$ cat config.mk
export PLATFORM = sky130hd
export DESIGN_NAME = keyed_sum_accumulator
export DESIGN_NICKNAME = d
export VERILOG_FILES = /design/src/rtl/ksa_pkg.sv /design/src/rtl/keyed_sum_accumulator.sv /design/src/rtl/ksa_front.sv /design/src/rtl/ksa_back.sv
export SDC_FILE = /design/constraint.sdc
export NUM_CORES = 2
export LEC_CHECK = 0
export ABC_AREA = 1
export BUFFER_PORTS_ARGS = -buffer_cell sky130_fd_sc_hd__buf_2
export CORE_ASPECT_RATIO = 1.2
export CORE_UTILIZATION = 31
export DETAILED_ROUTE_END_ITERATION = 10
export PLACE_DENSITY = 0.53
export SLEW_MARGIN = 20
export SYNTH_ARGS = -nofsm -noshare
export SYNTH_HDL_FRONTEND = slang
export SYNTH_HIERARCHICAL = 1
export SYNTH_SLANG_ARGS = --single-unit
export TNS_END_PERCENT = 10
$ cat constraint.sdc
create_clock -name i_clk -period 4 [get_ports i_clk]
set_input_delay 0 -clock i_clk [delete_from_list [all_inputs] [get_ports i_clk]]
set_output_delay 0 -clock i_clk [all_outputs]
set_load 0.01 [all_outputs]
$ cat src/rtl/ksa_pkg.sv
// Shared types and constants for the keyed sum accumulator.
// Used by ksa_front, ksa_back and keyed_sum_accumulator; no dependencies.
package ksa_pkg;

    localparam int KEY_W = 16;
    localparam int AMT_W = 8;
    localparam int TOT_W = 24;
    localparam int ST_W  = 2;

    localparam logic [TOT_W-1:0] TOT_MAX = {TOT_W{1'b1}};

    localparam logic [ST_W-1:0] ST_DATA  = 2'd0;
    localparam logic [ST_W-1:0] ST_EMPTY = 2'd1;
    localparam logic [ST_W-1:0] ST_FULL  = 2'd2;

    localparam logic OP_ADD  = 1'b0;
    localparam logic OP_READ = 1'b1;

    localparam int Q_DEPTH = 2;
    localparam int Q_IW    = $clog2(Q_DEPTH);
    localparam int Q_CW    = $clog2(Q_DEPTH + 1);

    typedef struct packed {
        logic             is_read;
        logic [KEY_W-1:0] key;
        logic [AMT_W-1:0] amount;
    } t_cmd;

endpackage

$ cat src/rtl/keyed_sum_accumulator.sv
// Top level of the keyed sum accumulator: command queue front end and table back end.
// Depends on ksa_pkg, ksa_front and ksa_back.
//
//   channel | direction | handshake          | payload
//   input   | in        | i_valid / o_stall  | i_opcode, i_key, i_amount
//   result  | out       | o_valid / i_stall  | o_status, o_entry_key, o_entry_total, o_last
//
// An add reads and compares the stored entries in turn, then updates a match, inserts, or is dropped when full.
// A readout reads and emits each entry in turn, from the last stored entry down to the first;
// an empty readout emits a single empty-status result.
// The entry memories have a single read port; each entry is read before its compare or emit.
// Reset empties the table by clearing the entry count; the entry memories are not cleared.
// A stalled result holds the back end's emits; the front queue keeps taking up to two transfers.
module keyed_sum_accumulator #(
    parameter int ENTRIES = 64
) (
    input  logic                      i_clk,
    input  logic                      i_rst_n,
    input  logic                      i_valid,
    output logic                      o_stall,
    input  logic                      i_opcode,
    input  logic [ksa_pkg::KEY_W-1:0] i_key,
    input  logic [ksa_pkg::AMT_W-1:0] i_amount,
    output logic                      o_valid,
    input  logic                      i_stall,
    output logic [ksa_pkg::ST_W-1:0]  o_status,
    output logic [ksa_pkg::KEY_W-1:0] o_entry_key,
    output logic [ksa_pkg::TOT_W-1:0] o_entry_total,
    output logic                      o_last
);

    logic          q_valid;
    ksa_pkg::t_cmd q_cmd;
    logic          q_pop;

    ksa_front u_front (
        .i_clk     (i_clk),
        .i_rst_n   (i_rst_n),
        .i_valid   (i_valid),
        .o_stall   (o_stall),
        .i_opcode  (i_opcode),
        .i_key     (i_key),
        .i_amount  (i_amount),
        .o_q_valid (q_valid),
        .o_q_cmd   (q_cmd),
        .i_q_pop   (q_pop)
    );

    ksa_back #(
        .ENTRIES (ENTRIES)
    ) u_back (
        .i_clk         (i_clk),
        .i_rst_n       (i_rst_n),
        .i_q_valid     (q_valid),
        .i_q_cmd       (q_cmd),
        .o_q_pop       (q_pop),
        .o_valid       (o_valid),
        .i_stall       (i_stall),
        .o_status      (o_status),
        .o_entry_key   (o_entry_key),
        .o_entry_total (o_entry_total),
        .o_last        (o_last)
    );

endmodule

$ cat src/rtl/ksa_front.sv
// Front end: accepts input transfers, classifies them and queues commands.
// Depends on ksa_pkg.
module ksa_front (
    input  logic                     i_clk,
    input  logic                     i_rst_n,
    input  logic                     i_valid,
    output logic                     o_stall,
    input  logic                     i_opcode,
    input  logic [ksa_pkg::KEY_W-1:0] i_key,
    input  logic [ksa_pkg::AMT_W-1:0] i_amount,
    output logic                     o_q_valid,
    output ksa_pkg::t_cmd            o_q_cmd,
    input  logic                     i_q_pop
);

    ksa_pkg::t_cmd                 r_q [ksa_pkg::Q_DEPTH];
    logic [ksa_pkg::Q_IW-1:0]      r_wp;
    logic [ksa_pkg::Q_IW-1:0]      r_rp;
    logic [ksa_pkg::Q_CW-1:0]      r_cnt;
    logic [ksa_pkg::Q_IW-1:0]      n_wp;
    logic [ksa_pkg::Q_IW-1:0]      n_rp;
    logic [ksa_pkg::Q_CW-1:0]      n_cnt;
    logic                          push;
    logic                          pop;
    ksa_pkg::t_cmd                 cmd_in;

    assign o_stall   = (r_cnt == ksa_pkg::Q_CW'(ksa_pkg::Q_DEPTH));
    assign o_q_valid = (r_cnt != '0);
    assign o_q_cmd   = r_q[r_rp];
    assign push      = i_valid && !o_stall;
    assign pop       = i_q_pop && o_q_valid;

    always_comb begin
        cmd_in.is_read = (i_opcode == ksa_pkg::OP_READ);
        cmd_in.key     = i_key;
        cmd_in.amount  = i_amount;
    end

    always_comb begin
        n_wp  = push ? r_wp + 1'b1 : r_wp;
        n_rp  = pop  ? r_rp + 1'b1 : r_rp;
        n_cnt = r_cnt;
        unique case ({push, pop})
            2'b10:   n_cnt = r_cnt + 1'b1;
            2'b01:   n_cnt = r_cnt - 1'b1;
            default: n_cnt = r_cnt;
        endcase
    end

    always_ff @(posedge i_clk) begin
        if (!i_rst_n) begin
            r_wp  <= '0;
            r_rp  <= '0;
            r_cnt <= '0;
        end else begin
            r_wp  <= n_wp;
            r_rp  <= n_rp;
            r_cnt <= n_cnt;
        end
    end

    always_ff @(posedge i_clk) begin
        if (push) begin
            r_q[r_wp] <= cmd_in;
        end
    end

endmodule

$ cat src/rtl/ksa_back.sv
// Back end: entry memories, scan sequencer and registered result output.
// Depends on ksa_pkg; takes commands from ksa_front.
module ksa_back #(
    parameter int ENTRIES = 64
) (
    input  logic                      i_clk,
    input  logic                      i_rst_n,
    input  logic                      i_q_valid,
    input  ksa_pkg::t_cmd             i_q_cmd,
    output logic                      o_q_pop,
    output logic                      o_valid,
    input  logic                      i_stall,
    output logic [ksa_pkg::ST_W-1:0]  o_status,
    output logic [ksa_pkg::KEY_W-1:0] o_entry_key,
    output logic [ksa_pkg::TOT_W-1:0] o_entry_total,
    output logic                      o_last
);

    localparam int IW = $clog2(ENTRIES);
    localparam int CW = $clog2(ENTRIES + 1);

    localparam logic [2:0] S_IDLE   = 3'd0;
    localparam logic [2:0] S_AREAD  = 3'd1;
    localparam logic [2:0] S_ACMP   = 3'd2;
    localparam logic [2:0] S_INSERT = 3'd3;
    localparam logic [2:0] S_RREAD  = 3'd4;
    localparam logic [2:0] S_REMIT  = 3'd5;
    localparam logic [2:0] S_SINGLE = 3'd6;

    logic [ksa_pkg::KEY_W-1:0] r_keys [ENTRIES];
    logic [ksa_pkg::TOT_W-1:0] r_tots [ENTRIES];

    logic [2:0]                r_state;
    logic [2:0]                n_state;
    logic [CW-1:0]             r_count;
    logic [CW-1:0]             n_count;
    logic [IW-1:0]             r_idx;
    logic [IW-1:0]             n_idx;
    ksa_pkg::t_cmd             r_cmd;
    ksa_pkg::t_cmd             n_cmd;
    logic [ksa_pkg::ST_W-1:0]  r_single;
    logic [ksa_pkg::ST_W-1:0]  n_single;
    logic [ksa_pkg::KEY_W-1:0] r_rd_key;
    logic [ksa_pkg::TOT_W-1:0] r_rd_tot;

    logic                      r_ovalid;
    logic [ksa_pkg::ST_W-1:0]  r_ostatus;
    logic [ksa_pkg::KEY_W-1:0] r_okey;
    logic [ksa_pkg::TOT_W-1:0] r_otot;
    logic                      r_olast;

    logic                      out_free;
    logic                      load_out;
    logic [ksa_pkg::ST_W-1:0]  out_st;
    logic [ksa_pkg::KEY_W-1:0] out_key;
    logic [ksa_pkg::TOT_W-1:0] out_tot;
    logic                      out_last;

    logic                      wr_key_en;
    logic                      wr_tot_en;
    logic [IW-1:0]             wr_addr;
    logic [ksa_pkg::TOT_W-1:0] wr_tot;
    logic [ksa_pkg::TOT_W:0]   sum;
    logic [ksa_pkg::TOT_W-1:0] sat_sum;
    logic [CW-1:0]             last_idx;
    logic                      at_last;

    assign out_free = !r_ovalid || !i_stall;
    assign sum      = {1'b0, r_rd_tot} + (ksa_pkg::TOT_W + 1)'(r_cmd.amount);
    assign sat_sum  = sum[ksa_pkg::TOT_W] ? ksa_pkg::TOT_MAX : sum[ksa_pkg::TOT_W-1:0];
    assign last_idx = r_count - 1'b1;
    assign at_last  = (CW'(r_idx) == last_idx);

    always_comb begin
        n_state   = r_state;
        n_count   = r_count;
        n_idx     = r_idx;
        n_cmd     = r_cmd;
        n_single  = r_single;
        o_q_pop   = 1'b0;
        wr_key_en = 1'b0;
        wr_tot_en = 1'b0;
        wr_addr   = r_idx;
        wr_tot    = sat_sum;
        load_out  = 1'b0;
        out_st    = ksa_pkg::ST_DATA;
        out_key   = r_rd_key;
        out_tot   = r_rd_tot;
        out_last  = 1'b0;
        unique case (r_state)
            S_IDLE: begin
                if (i_q_valid) begin
                    o_q_pop = 1'b1;
                    n_cmd   = i_q_cmd;
                    if (i_q_cmd.is_read) begin
                        if (r_count == '0) begin
                            n_single = ksa_pkg::ST_EMPTY;
                            n_state  = S_SINGLE;
                        end else begin
                            n_idx   = last_idx[IW-1:0];
                            n_state = S_RREAD;
                        end
                    end else begin
                        if (r_count == '0) begin
                            n_state = S_INSERT;
                        end else begin
                            n_idx   = '0;
                            n_state = S_AREAD;
                        end
                    end
                end
            end
            S_AREAD: begin
                n_state = S_ACMP;
            end
            S_ACMP: begin
                priority if (r_rd_key == r_cmd.key) begin
                    wr_tot_en = 1'b1;
                    wr_addr   = r_idx;
                    wr_tot    = sat_sum;
                    n_state   = S_IDLE;
                end else if (at_last) begin
                    if (r_count == CW'(ENTRIES)) begin
                        n_single = ksa_pkg::ST_FULL;
                        n_state  = S_SINGLE;
                    end else begin
                        n_state = S_INSERT;
                    end
                end else begin
                    n_idx   = r_idx + 1'b1;
                    n_state = S_AREAD;
                end
            end
            S_INSERT: begin
                wr_key_en = 1'b1;
                wr_tot_en = 1'b1;
                wr_addr   = r_count[IW-1:0];
                wr_tot    = ksa_pkg::TOT_W'(r_cmd.amount);
                n_count   = r_count + 1'b1;
                n_state   = S_IDLE;
            end
            S_RREAD: begin
                n_state = S_REMIT;
            end
            S_REMIT: begin
                if (out_free) begin
                    load_out = 1'b1;
                    out_st   = ksa_pkg::ST_DATA;
                    out_key  = r_rd_key;
                    out_tot  = r_rd_tot;
                    out_last = (r_idx == '0);
                    if (r_idx == '0) begin
                        n_state = S_IDLE;
                    end else begin
                        n_idx   = r_idx - 1'b1;
                        n_state = S_RREAD;
                    end
                end
            end
            S_SINGLE: begin
                if (out_free) begin
                    load_out = 1'b1;
                    out_st   = r_single;
                    out_key  = (r_single == ksa_pkg::ST_FULL) ? r_cmd.key : '0;
                    out_tot  = '0;
                    out_last = 1'b1;
                    n_state  = S_IDLE;
                end
            end
            default: begin
                n_state = S_IDLE;
            end
        endcase
    end

    always_ff @(posedge i_clk) begin
        if (!i_rst_n) begin
            r_state  <= S_IDLE;
            r_count  <= '0;
            r_ovalid <= 1'b0;
        end else begin
            r_state  <= n_state;
            r_count  <= n_count;
            if (load_out) begin
                r_ovalid <= 1'b1;
            end else if (!i_stall) begin
                r_ovalid <= 1'b0;
            end
        end
    end

    always_ff @(posedge i_clk) begin
        r_idx    <= n_idx;
        r_cmd    <= n_cmd;
        r_single <= n_single;
        if (load_out) begin
            r_ostatus <= out_st;
            r_okey    <= out_key;
            r_otot    <= out_tot;
            r_olast   <= out_last;
        end
    end

    always_ff @(posedge i_clk) begin
        r_rd_key <= r_keys[r_idx];
        r_rd_tot <= r_tots[r_idx];
        if (wr_key_en) begin
            r_keys[wr_addr] <= r_cmd.key;
        end
        if (wr_tot_en) begin
            r_tots[wr_addr] <= wr_tot;
        end
    end

    assign o_valid       = r_ovalid;
    assign o_status      = r_ostatus;
    assign o_entry_key   = r_okey;
    assign o_entry_total = r_otot;
    assign o_last        = r_olast;

endmodule
======== After elaboration in Yosys (flattened, before gate mapping) ========
Memory sizes are Yosys's and may differ from the RTL's. A register that Yosys moved wholly into a read port is not among the register bits.
Cells that the tools add are included.
operators by class
  add/sub/neg operators ................... 9
  eq/ne operators ......................... 25
  multiplexer cells ....................... 55
  reductions and logical operators ........ 19
operators by type and width
  operator                                              count
  2-to-1 mux 24 bit                                     4
  2-to-1 mux 6 bit                                      9
  2-to-1 mux 16 bit                                     3
  adder 24 x 8 -> 25 bit                                1
  2-to-1 mux 3 bit                                      8
  case mux 3 bit (6 select lines)                       1
  case mux 6 bit (3 select lines)                       1
  2-to-1 mux 1 bit                                      17
  equality test 16 bit                                  1
  2-to-1 mux 2 bit                                      8
  != test 2 x 1 -> 1 bit (second input constant)        7
  AND reduction 7 bit                                   2
  != test 2 bit (second input constant)                 5
  equality test 3 bit (second input constant)           3
  case mux 2 bit (2 select lines)                       2
  adder 7 x 1 -> 7 bit (second input constant)          1
  equality test 6 x 7 -> 1 bit                          1
  equality test 7 bit (second input constant)           1
  logical NOT 7 bit                                     1
  subtractor 7 x 1 -> 7 bit (second input constant)     1
  adder 6 x 1 -> 6 bit (second input constant)          1
  equality test 2 bit (second input constant)           3
  equality test 3 x 2 -> 1 bit (second input constant)  2
  logical NOT 6 bit                                     1
  other kinds (16)                                      24
word-level totals
  bits in registers ....................... 90
  bits in writable memories ............... 2610
  input port bits ......................... 29
  logic and storage cells ................. 125
  memories kept ........................... 3
memories
  name           depth  bits a word  read ports  clocked after Yosys merged registers in  write ports  line             text
  u_back.r_tots  64     24           1           1                                        1            ksa_back.sv:31   logic [ksa_pkg::TOT_W-1:0] r_tots [ENTRIES];
  u_back.r_keys  64     16           1           1                                        1            ksa_back.sv:30   logic [ksa_pkg::KEY_W-1:0] r_keys [ENTRIES];
  u_front.r_q    2      25           1           1                                        1            ksa_front.sv:16  ksa_pkg::t_cmd r_q [ksa_pkg::Q_DEPTH];

======== Longest topological paths before layout ========
  depth after elaboration ................. 6
  gate-level depth with buffers ........... 15
  gate-level depth less buffers ........... 14

======== Modules after synthesis ========
The synthesis kept the hierarchy.
modules (own cells, without submodules)
  module     instances  cells each  area an instance (um^2)
  ksa_back   1          8078        106019.2
  ksa_front  1          116         2154.6

======== Least setup slack after synthesis ========
OpenSTA, ideal clock, no wires.
  path kind ............................... reg2reg
  start ................................... reg u_back/r_cmd[0] in the netlist's numbering
  end ..................................... mem u_back/r_tots[0][16] in the netlist's numbering (data pin)
  setup time .............................. 0.588 ns
  data arrival time ....................... 3.424 ns
  path slack .............................. -0.012 ns
  stages on the path, launching flop included .. 10
  period minus slack after synthesis ...... 4.012 ns
  cells stage by stage .................... edfxtp_1 ha_1 fa_1 nand3_1 nand2_1 nand4_1 nand2_1 nand3_1 inv_1 a31oi_1
between the ends
  cells in the longest elaborated chain, start to end .. 3
ends and longest elaborated chain
  what                         line             text
  start: declaration           ksa_back.sv:39   ksa_pkg::t_cmd r_cmd;
  start signal: assignment     ksa_back.sv:194  r_cmd <= n_cmd;
  adder 24 x 8 -> 25 bit       ksa_back.sv:69   assign sum = {1'b0, r_rd_tot} + (ksa_pkg::TOT_W + 1)'(r_cmd.amount);
  2-to-1 mux 24 bit            ksa_back.sv:70   assign sat_sum = sum[ksa_pkg::TOT_W] ? ksa_pkg::TOT_MAX : sum[ksa_pkg::TOT_W-1:0];
  2-to-1 mux 24 bit            n/a
  net u_back.wr_tot (one bit)  ksa_back.sv:62   logic [ksa_pkg::TOT_W-1:0] wr_tot;
  end: declaration             ksa_back.sv:31
The timed path passes the listed nets, and every way through them passes these cells.

======== Worst setup path in the final report ========
  start ................................... reg u_back/r_cmd[0] in the netlist's numbering
  end ..................................... mem u_back/r_tots[56][11] in the netlist's numbering (data pin)
The elaborated chain is that of the path after synthesis.

==> impl.org <==
** Synth
- Yosys instantiated no cell more often than sky130_fd_sc_hd__edfxtp_1.
- Synth top area share :: 0.745
- Register area share after synthesis :: 0.756
- By area the synthesized netlist is led by sky130_fd_sc_hd__edfxtp_1, sky130_fd_sc_hd__o21ai_0, sky130_fd_sc_hd__nor2_1.
- Post-Synthesis Cell Area :: 0.108 sq mm
- After synthesis, the netlist uses 48 different library cells.
- Counting flops with an async set or reset pin after synthesis yields a share of 0.
- Count of flip-flops with a built-in enable after synthesis :: 2685
- Avg Cell Area, Syn :: 13.2 sq um
- Number of register bits inferred by synthesis :: 2741
- For this run, the number of Yosys warnings is 6.
- Ys flop type :: sky130_fd_sc_hd__edfxtp_1
- Post-synthesis cell count :: 8194
- Post-synth top cells :: sky130_fd_sc_hd__edfxtp_1, sky130_fd_sc_hd__nor2_1, sky130_fd_sc_hd__o21ai_0, sky130_fd_sc_hd__nand2_1, sky130_fd_sc_hd__o22ai_1
- Area leader, netlist :: sky130_fd_sc_hd__edfxtp_1
- The number of nets handed over by synthesis was 8241.

** Clock tree
- TritonCTS built the clock tree.
- Reg clk slew, reported paths :: 0.06 ns
- Clock buffer count from CTS :: 287
- Post-CTS resize count :: 0
- No sink is reached through more buffers than the 4 on the longest clock path.
- Clock latency on the worst-skew pair :: 0.89 ns
- CTS H-tree lvls :: 5
- Root buffer cell :: sky130_fd_sc_hd__clkbuf_16
- Clock sink count :: 2741

** Die
- Floorplan die area :: 0.351 sq mm
- Pin placement for this block handled 74 I/O pins.
- Core box area :: approximately 0.35 sq mm
- For this configuration, the core starts out at a cell density of 0.312.
- From left edge to right edge, the die measures approximately 540 microns.
- After floorplanning, the core was divided into 237 placement rows.
- The floorplan step set the die height to 649 microns.

** Timing
- Setup repair after global routing left no endpoint under its margin.
- Finish-stage setup viols :: 0
- Final Hold Vio Count :: 0
- Static timing analysis puts the maximum clock frequency at roughly 0.28 GHz.
- Final hold analysis gives a worst-case slack of 0.106 ns.
- Worst Max-Slew Pin Slew :: around 1.0 ns
- Worst clock skew :: 0.0723 ns
- Post-route fraction of the period consumed by the critical path :: 0.903
- After routing, the total negative slack on setup checks comes to 0 ns.
- Measured against its own limit, the worst slew margin works out to 0.315.
- The worst path needs ~3.6 ns of the cycle, external delays included.
- The final count of pins violating max slew is 0.

** GRT
- The number of antenna violations at the first check in global routing is 6.
- Aggregate global routing overflow :: 0
- Maximum number of pins on one net before global-route repair :: 132
- Wire length of the first global-routing pass :: 481000 microns
- Combined global-route utilization of all metal layers :: 0.185
- The via count of the first global-routing pass was 67.7k.

** Power and ir drop
- Of the total power, the clock network draws 0.251.
- The share of total power dissipated in combinational logic is 0.367.
- The internal portion of the total power is 62.9 mW.
- Leakage Power :: 39.9 nW
- Dividing total power by cell area gives a power density of 824 mW/mm^2.
- Reg power frac :: 0.382
- The worst-case IR drop observed on VDD is about 1200 uV.
- Of the total power, the share spent switching nets is 0.392.
- Summed over all nets, the switching power comes to 40.6 mW.

** Routing
- In this run, the number of DRC markers left after iteration 0 of detailed routing was about 7.2k.
- Number of optimization iterations in the first detailed-route pass :: 8
- Residual DRC count :: 0
- Wire length per cell after detailed routing :: 25.3 microns
- The detail route stage leaves a number of antenna-violating nets equal to 0.
- After detailed routing, the total wire length is 335000 microns.
- Detailed routing inserted a total of 69.9k vias.
- Routed via count divided by cell count :: roughly 5.3

** Layout
- Total area of sequential cells :: ~0.082 sq mm
- Syn-to-layout area delta :: 16.2%
- Number of fillers in the final layout :: 33.0k
- Area occupied by multi-input gates :: 0.0241 sq mm
- Fin nets :: 8439
- Of the cells placed in the final design, the portion with a size suffix greater than 1 is 0.115.

** Setup path
- The startpoint identified for the worst register-to-register timing path is u_back/r_cmd[0]$_DFFE_PP_.
- The worst setup path is launched from a register.
- Most repeated library cell on the critical path :: sky130_fd_sc_hd__nand2_1
- The endpoint identified for the worst register-to-register timing path is u_back/r_tots[56][11]$_DFFE_PP_.
- Slowest stage cell, crit path :: sky130_fd_sc_hd__buf_4
- STA puts the critical path data required time at 4.53 ns.
- Worst setup path endpoint :: u_back/r_tots[56][11]$_DFFE_PP_
- Total number of cells along the worst setup path :: 13
- Top delay family on crit path :: buffers and inverters
- Largest stage delay, worst path :: 0.65 ns
- The worst setup path is captured at a register.
- Along the worst path, the maximum fanout reaches 65.
- Worst Path Buf+Inv :: 4
- The most critical setup path has its startpoint at u_back/r_cmd[0]$_DFFE_PP_.
- Setup slack of the worst register-to-register path :: around 0.39 ns
- The setup path with the least slack is of type register to register.
- At the worst endpoint, the arrival time is 4.14 ns.
- Logic depth of the worst register-to-register path :: 13
- The critical path goes through ha_1 > fa_1 > nand3_1 > nand2_1 > nand4_1 > nand2_1 > nand3_1 > inv_1 > nand2_1 > inv_1 > o21ai_0 > inv_2 > buf_4.

** Flow run
- # Max-Cap Violations :: 0

** Hold path
- The min-delay analysis places its worst path in the category primary input to register.

** Place
- Once detailed placement completed, the half-perimeter wirelength came to 194000 microns.
- At the end of routability-driven placement, the weighted congestion stood at about 0.87.
- Input and output buffers added on the ports amount to 73.

** Outcome
- The flow ran to the end, and the final reports show no timing, DRC or antenna violations.
routing by layer:
layer	up-vias	part of all wire	global-route usage
met2	2597	0.48	0.309
met1	35845	0.40	0.237
met4	0	0.053	0.0919
li1	30860	-	-
met3	604	0.063	0.0219
met5	-	0	0
how the worst min path moves through the flow:
stage / end / start / depth (start not counted)
final: u_front/r_wp$_SDFFE_PN0N_ / i_rst_n / 4
after global routing: u_front/r_wp$_SDFFE_PN0N_ / i_rst_n / 4
after CTS: u_front/r_wp$_SDFFE_PN0N_ / i_rst_n / 4
after detailed placement: u_front/r_q[0][12]$_DFFE_PP_ / i_key[4] / 1
after global placement: u_front/r_q[0][7]$_DFFE_PP_ / i_amount[7] / 1
after floorplan: u_front/r_q[0][0]$_DFFE_PP_ / i_amount[0] / 0
registers in the layout, summed over array words and instances, names as in the netlist, 3 cells and up, named ones only:
name	count
u_back/o_entry_total	24
u_back/o_entry_key	16
u_back/r_idx	6
u_back/r_cmd	24
u_back/r_keys	1024
u_back/r_count	7
u_back/r_rd_tot	24
u_back/r_rd_key	16
u_back/r_tots	1536
u_back/r_state	3
u_front/r_q	50
cells by family after synthesis:
kind of cell	after synthesis	synth area share
AND/OR/NAND/NOR	2645	0.0984
multiplexers	45	0.00515
adder cells (fa/ha/maj)	18	0.00222
XOR/XNOR	25	0.00202
AO/OA/AOI/OAI	2047	0.109
buffers and inverters	673	0.0273
flip-flops	2741	0.756
power by group through the flow:
stage               Clock [mW]  Combinational, mW  Sequential [mW]
finish                    26.0               38.0             39.5
detailed placement           0               38.1             40.1
CTS                       26.4               38.2             39.5
global placement             0               37.4             40.1
global route              27.5               40.5             39.5
floorplan                    0               19.3             40.0
worst register-to-register path: stages, from the launching register on:
cell and delay (ns):
sky130_fd_sc_hd__edfxtp_1 0.36, sky130_fd_sc_hd__ha_1 0.28, sky130_fd_sc_hd__fa_1 0.26, sky130_fd_sc_hd__nand3_1 0.09, sky130_fd_sc_hd__nand2_1 0.14, sky130_fd_sc_hd__nand4_1 0.15, sky130_fd_sc_hd__nand2_1 0.17, sky130_fd_sc_hd__nand3_1 0.14
sky130_fd_sc_hd__inv_1 0.21, sky130_fd_sc_hd__nand2_1 0.26, sky130_fd_sc_hd__inv_1 0.21, sky130_fd_sc_hd__o21ai_0 0.16, sky130_fd_sc_hd__inv_2 0.12, sky130_fd_sc_hd__buf_4 0.65
area by class of cell:
| type | count | area share |
|---|---|---|
| multi-input combinational | 4780 | 0.192 |
| clock inverter | 123 | 0.00944 |
| antenna | 7 | 0.000139 |
| timing repair buffer | 466 | 0.0361 |
| sequential | 2741 | 0.651 |
| inverter | 116 | 0.00363 |
| tap | 4660 | 0.0464 |
| clock buffer | 385 | 0.0622 |
repair_timing:
item / in CTS / in global routing
setup endpoints to repair: 0 / 0
endpoints found under the hold margin: 130 / 0
buffers inserted: 0 / 0
hold buffers: 55 / 0
layout by cell type, fill, tap and decap left out, drive strengths merged, types with 89 or more instances in the layout:
cell    synthesis  routed
a21oi         169     169
buf           249     411
clkbuf        308     385
clkinv          2      89
edfxtp       2685    2685
inv           114     123
nand2         741     741
nand3         310     310
nor2         1489    1489
o211ai        127     127
o21ai        1200    1200
o221ai        198     198
o22ai         324     324
stage by stage:
step	setup WS, ns	cells	area (sq um)	utilization	total power [mW]
6_report	0.387	13278	126000	0.362	104
5_1_grt	0.122	13272	126000	0.362	108
4_1_cts	0.416	13271	126000	0.362	104
3_5_place_dp	0.443	12708	116000	0.334	78.2
3_3_place_gp	0.311	12708	116000	0.334	77.5
2_1_floorplan	0.0200	8194	108000	-	59.3
(Power assumes the default switching activity.)
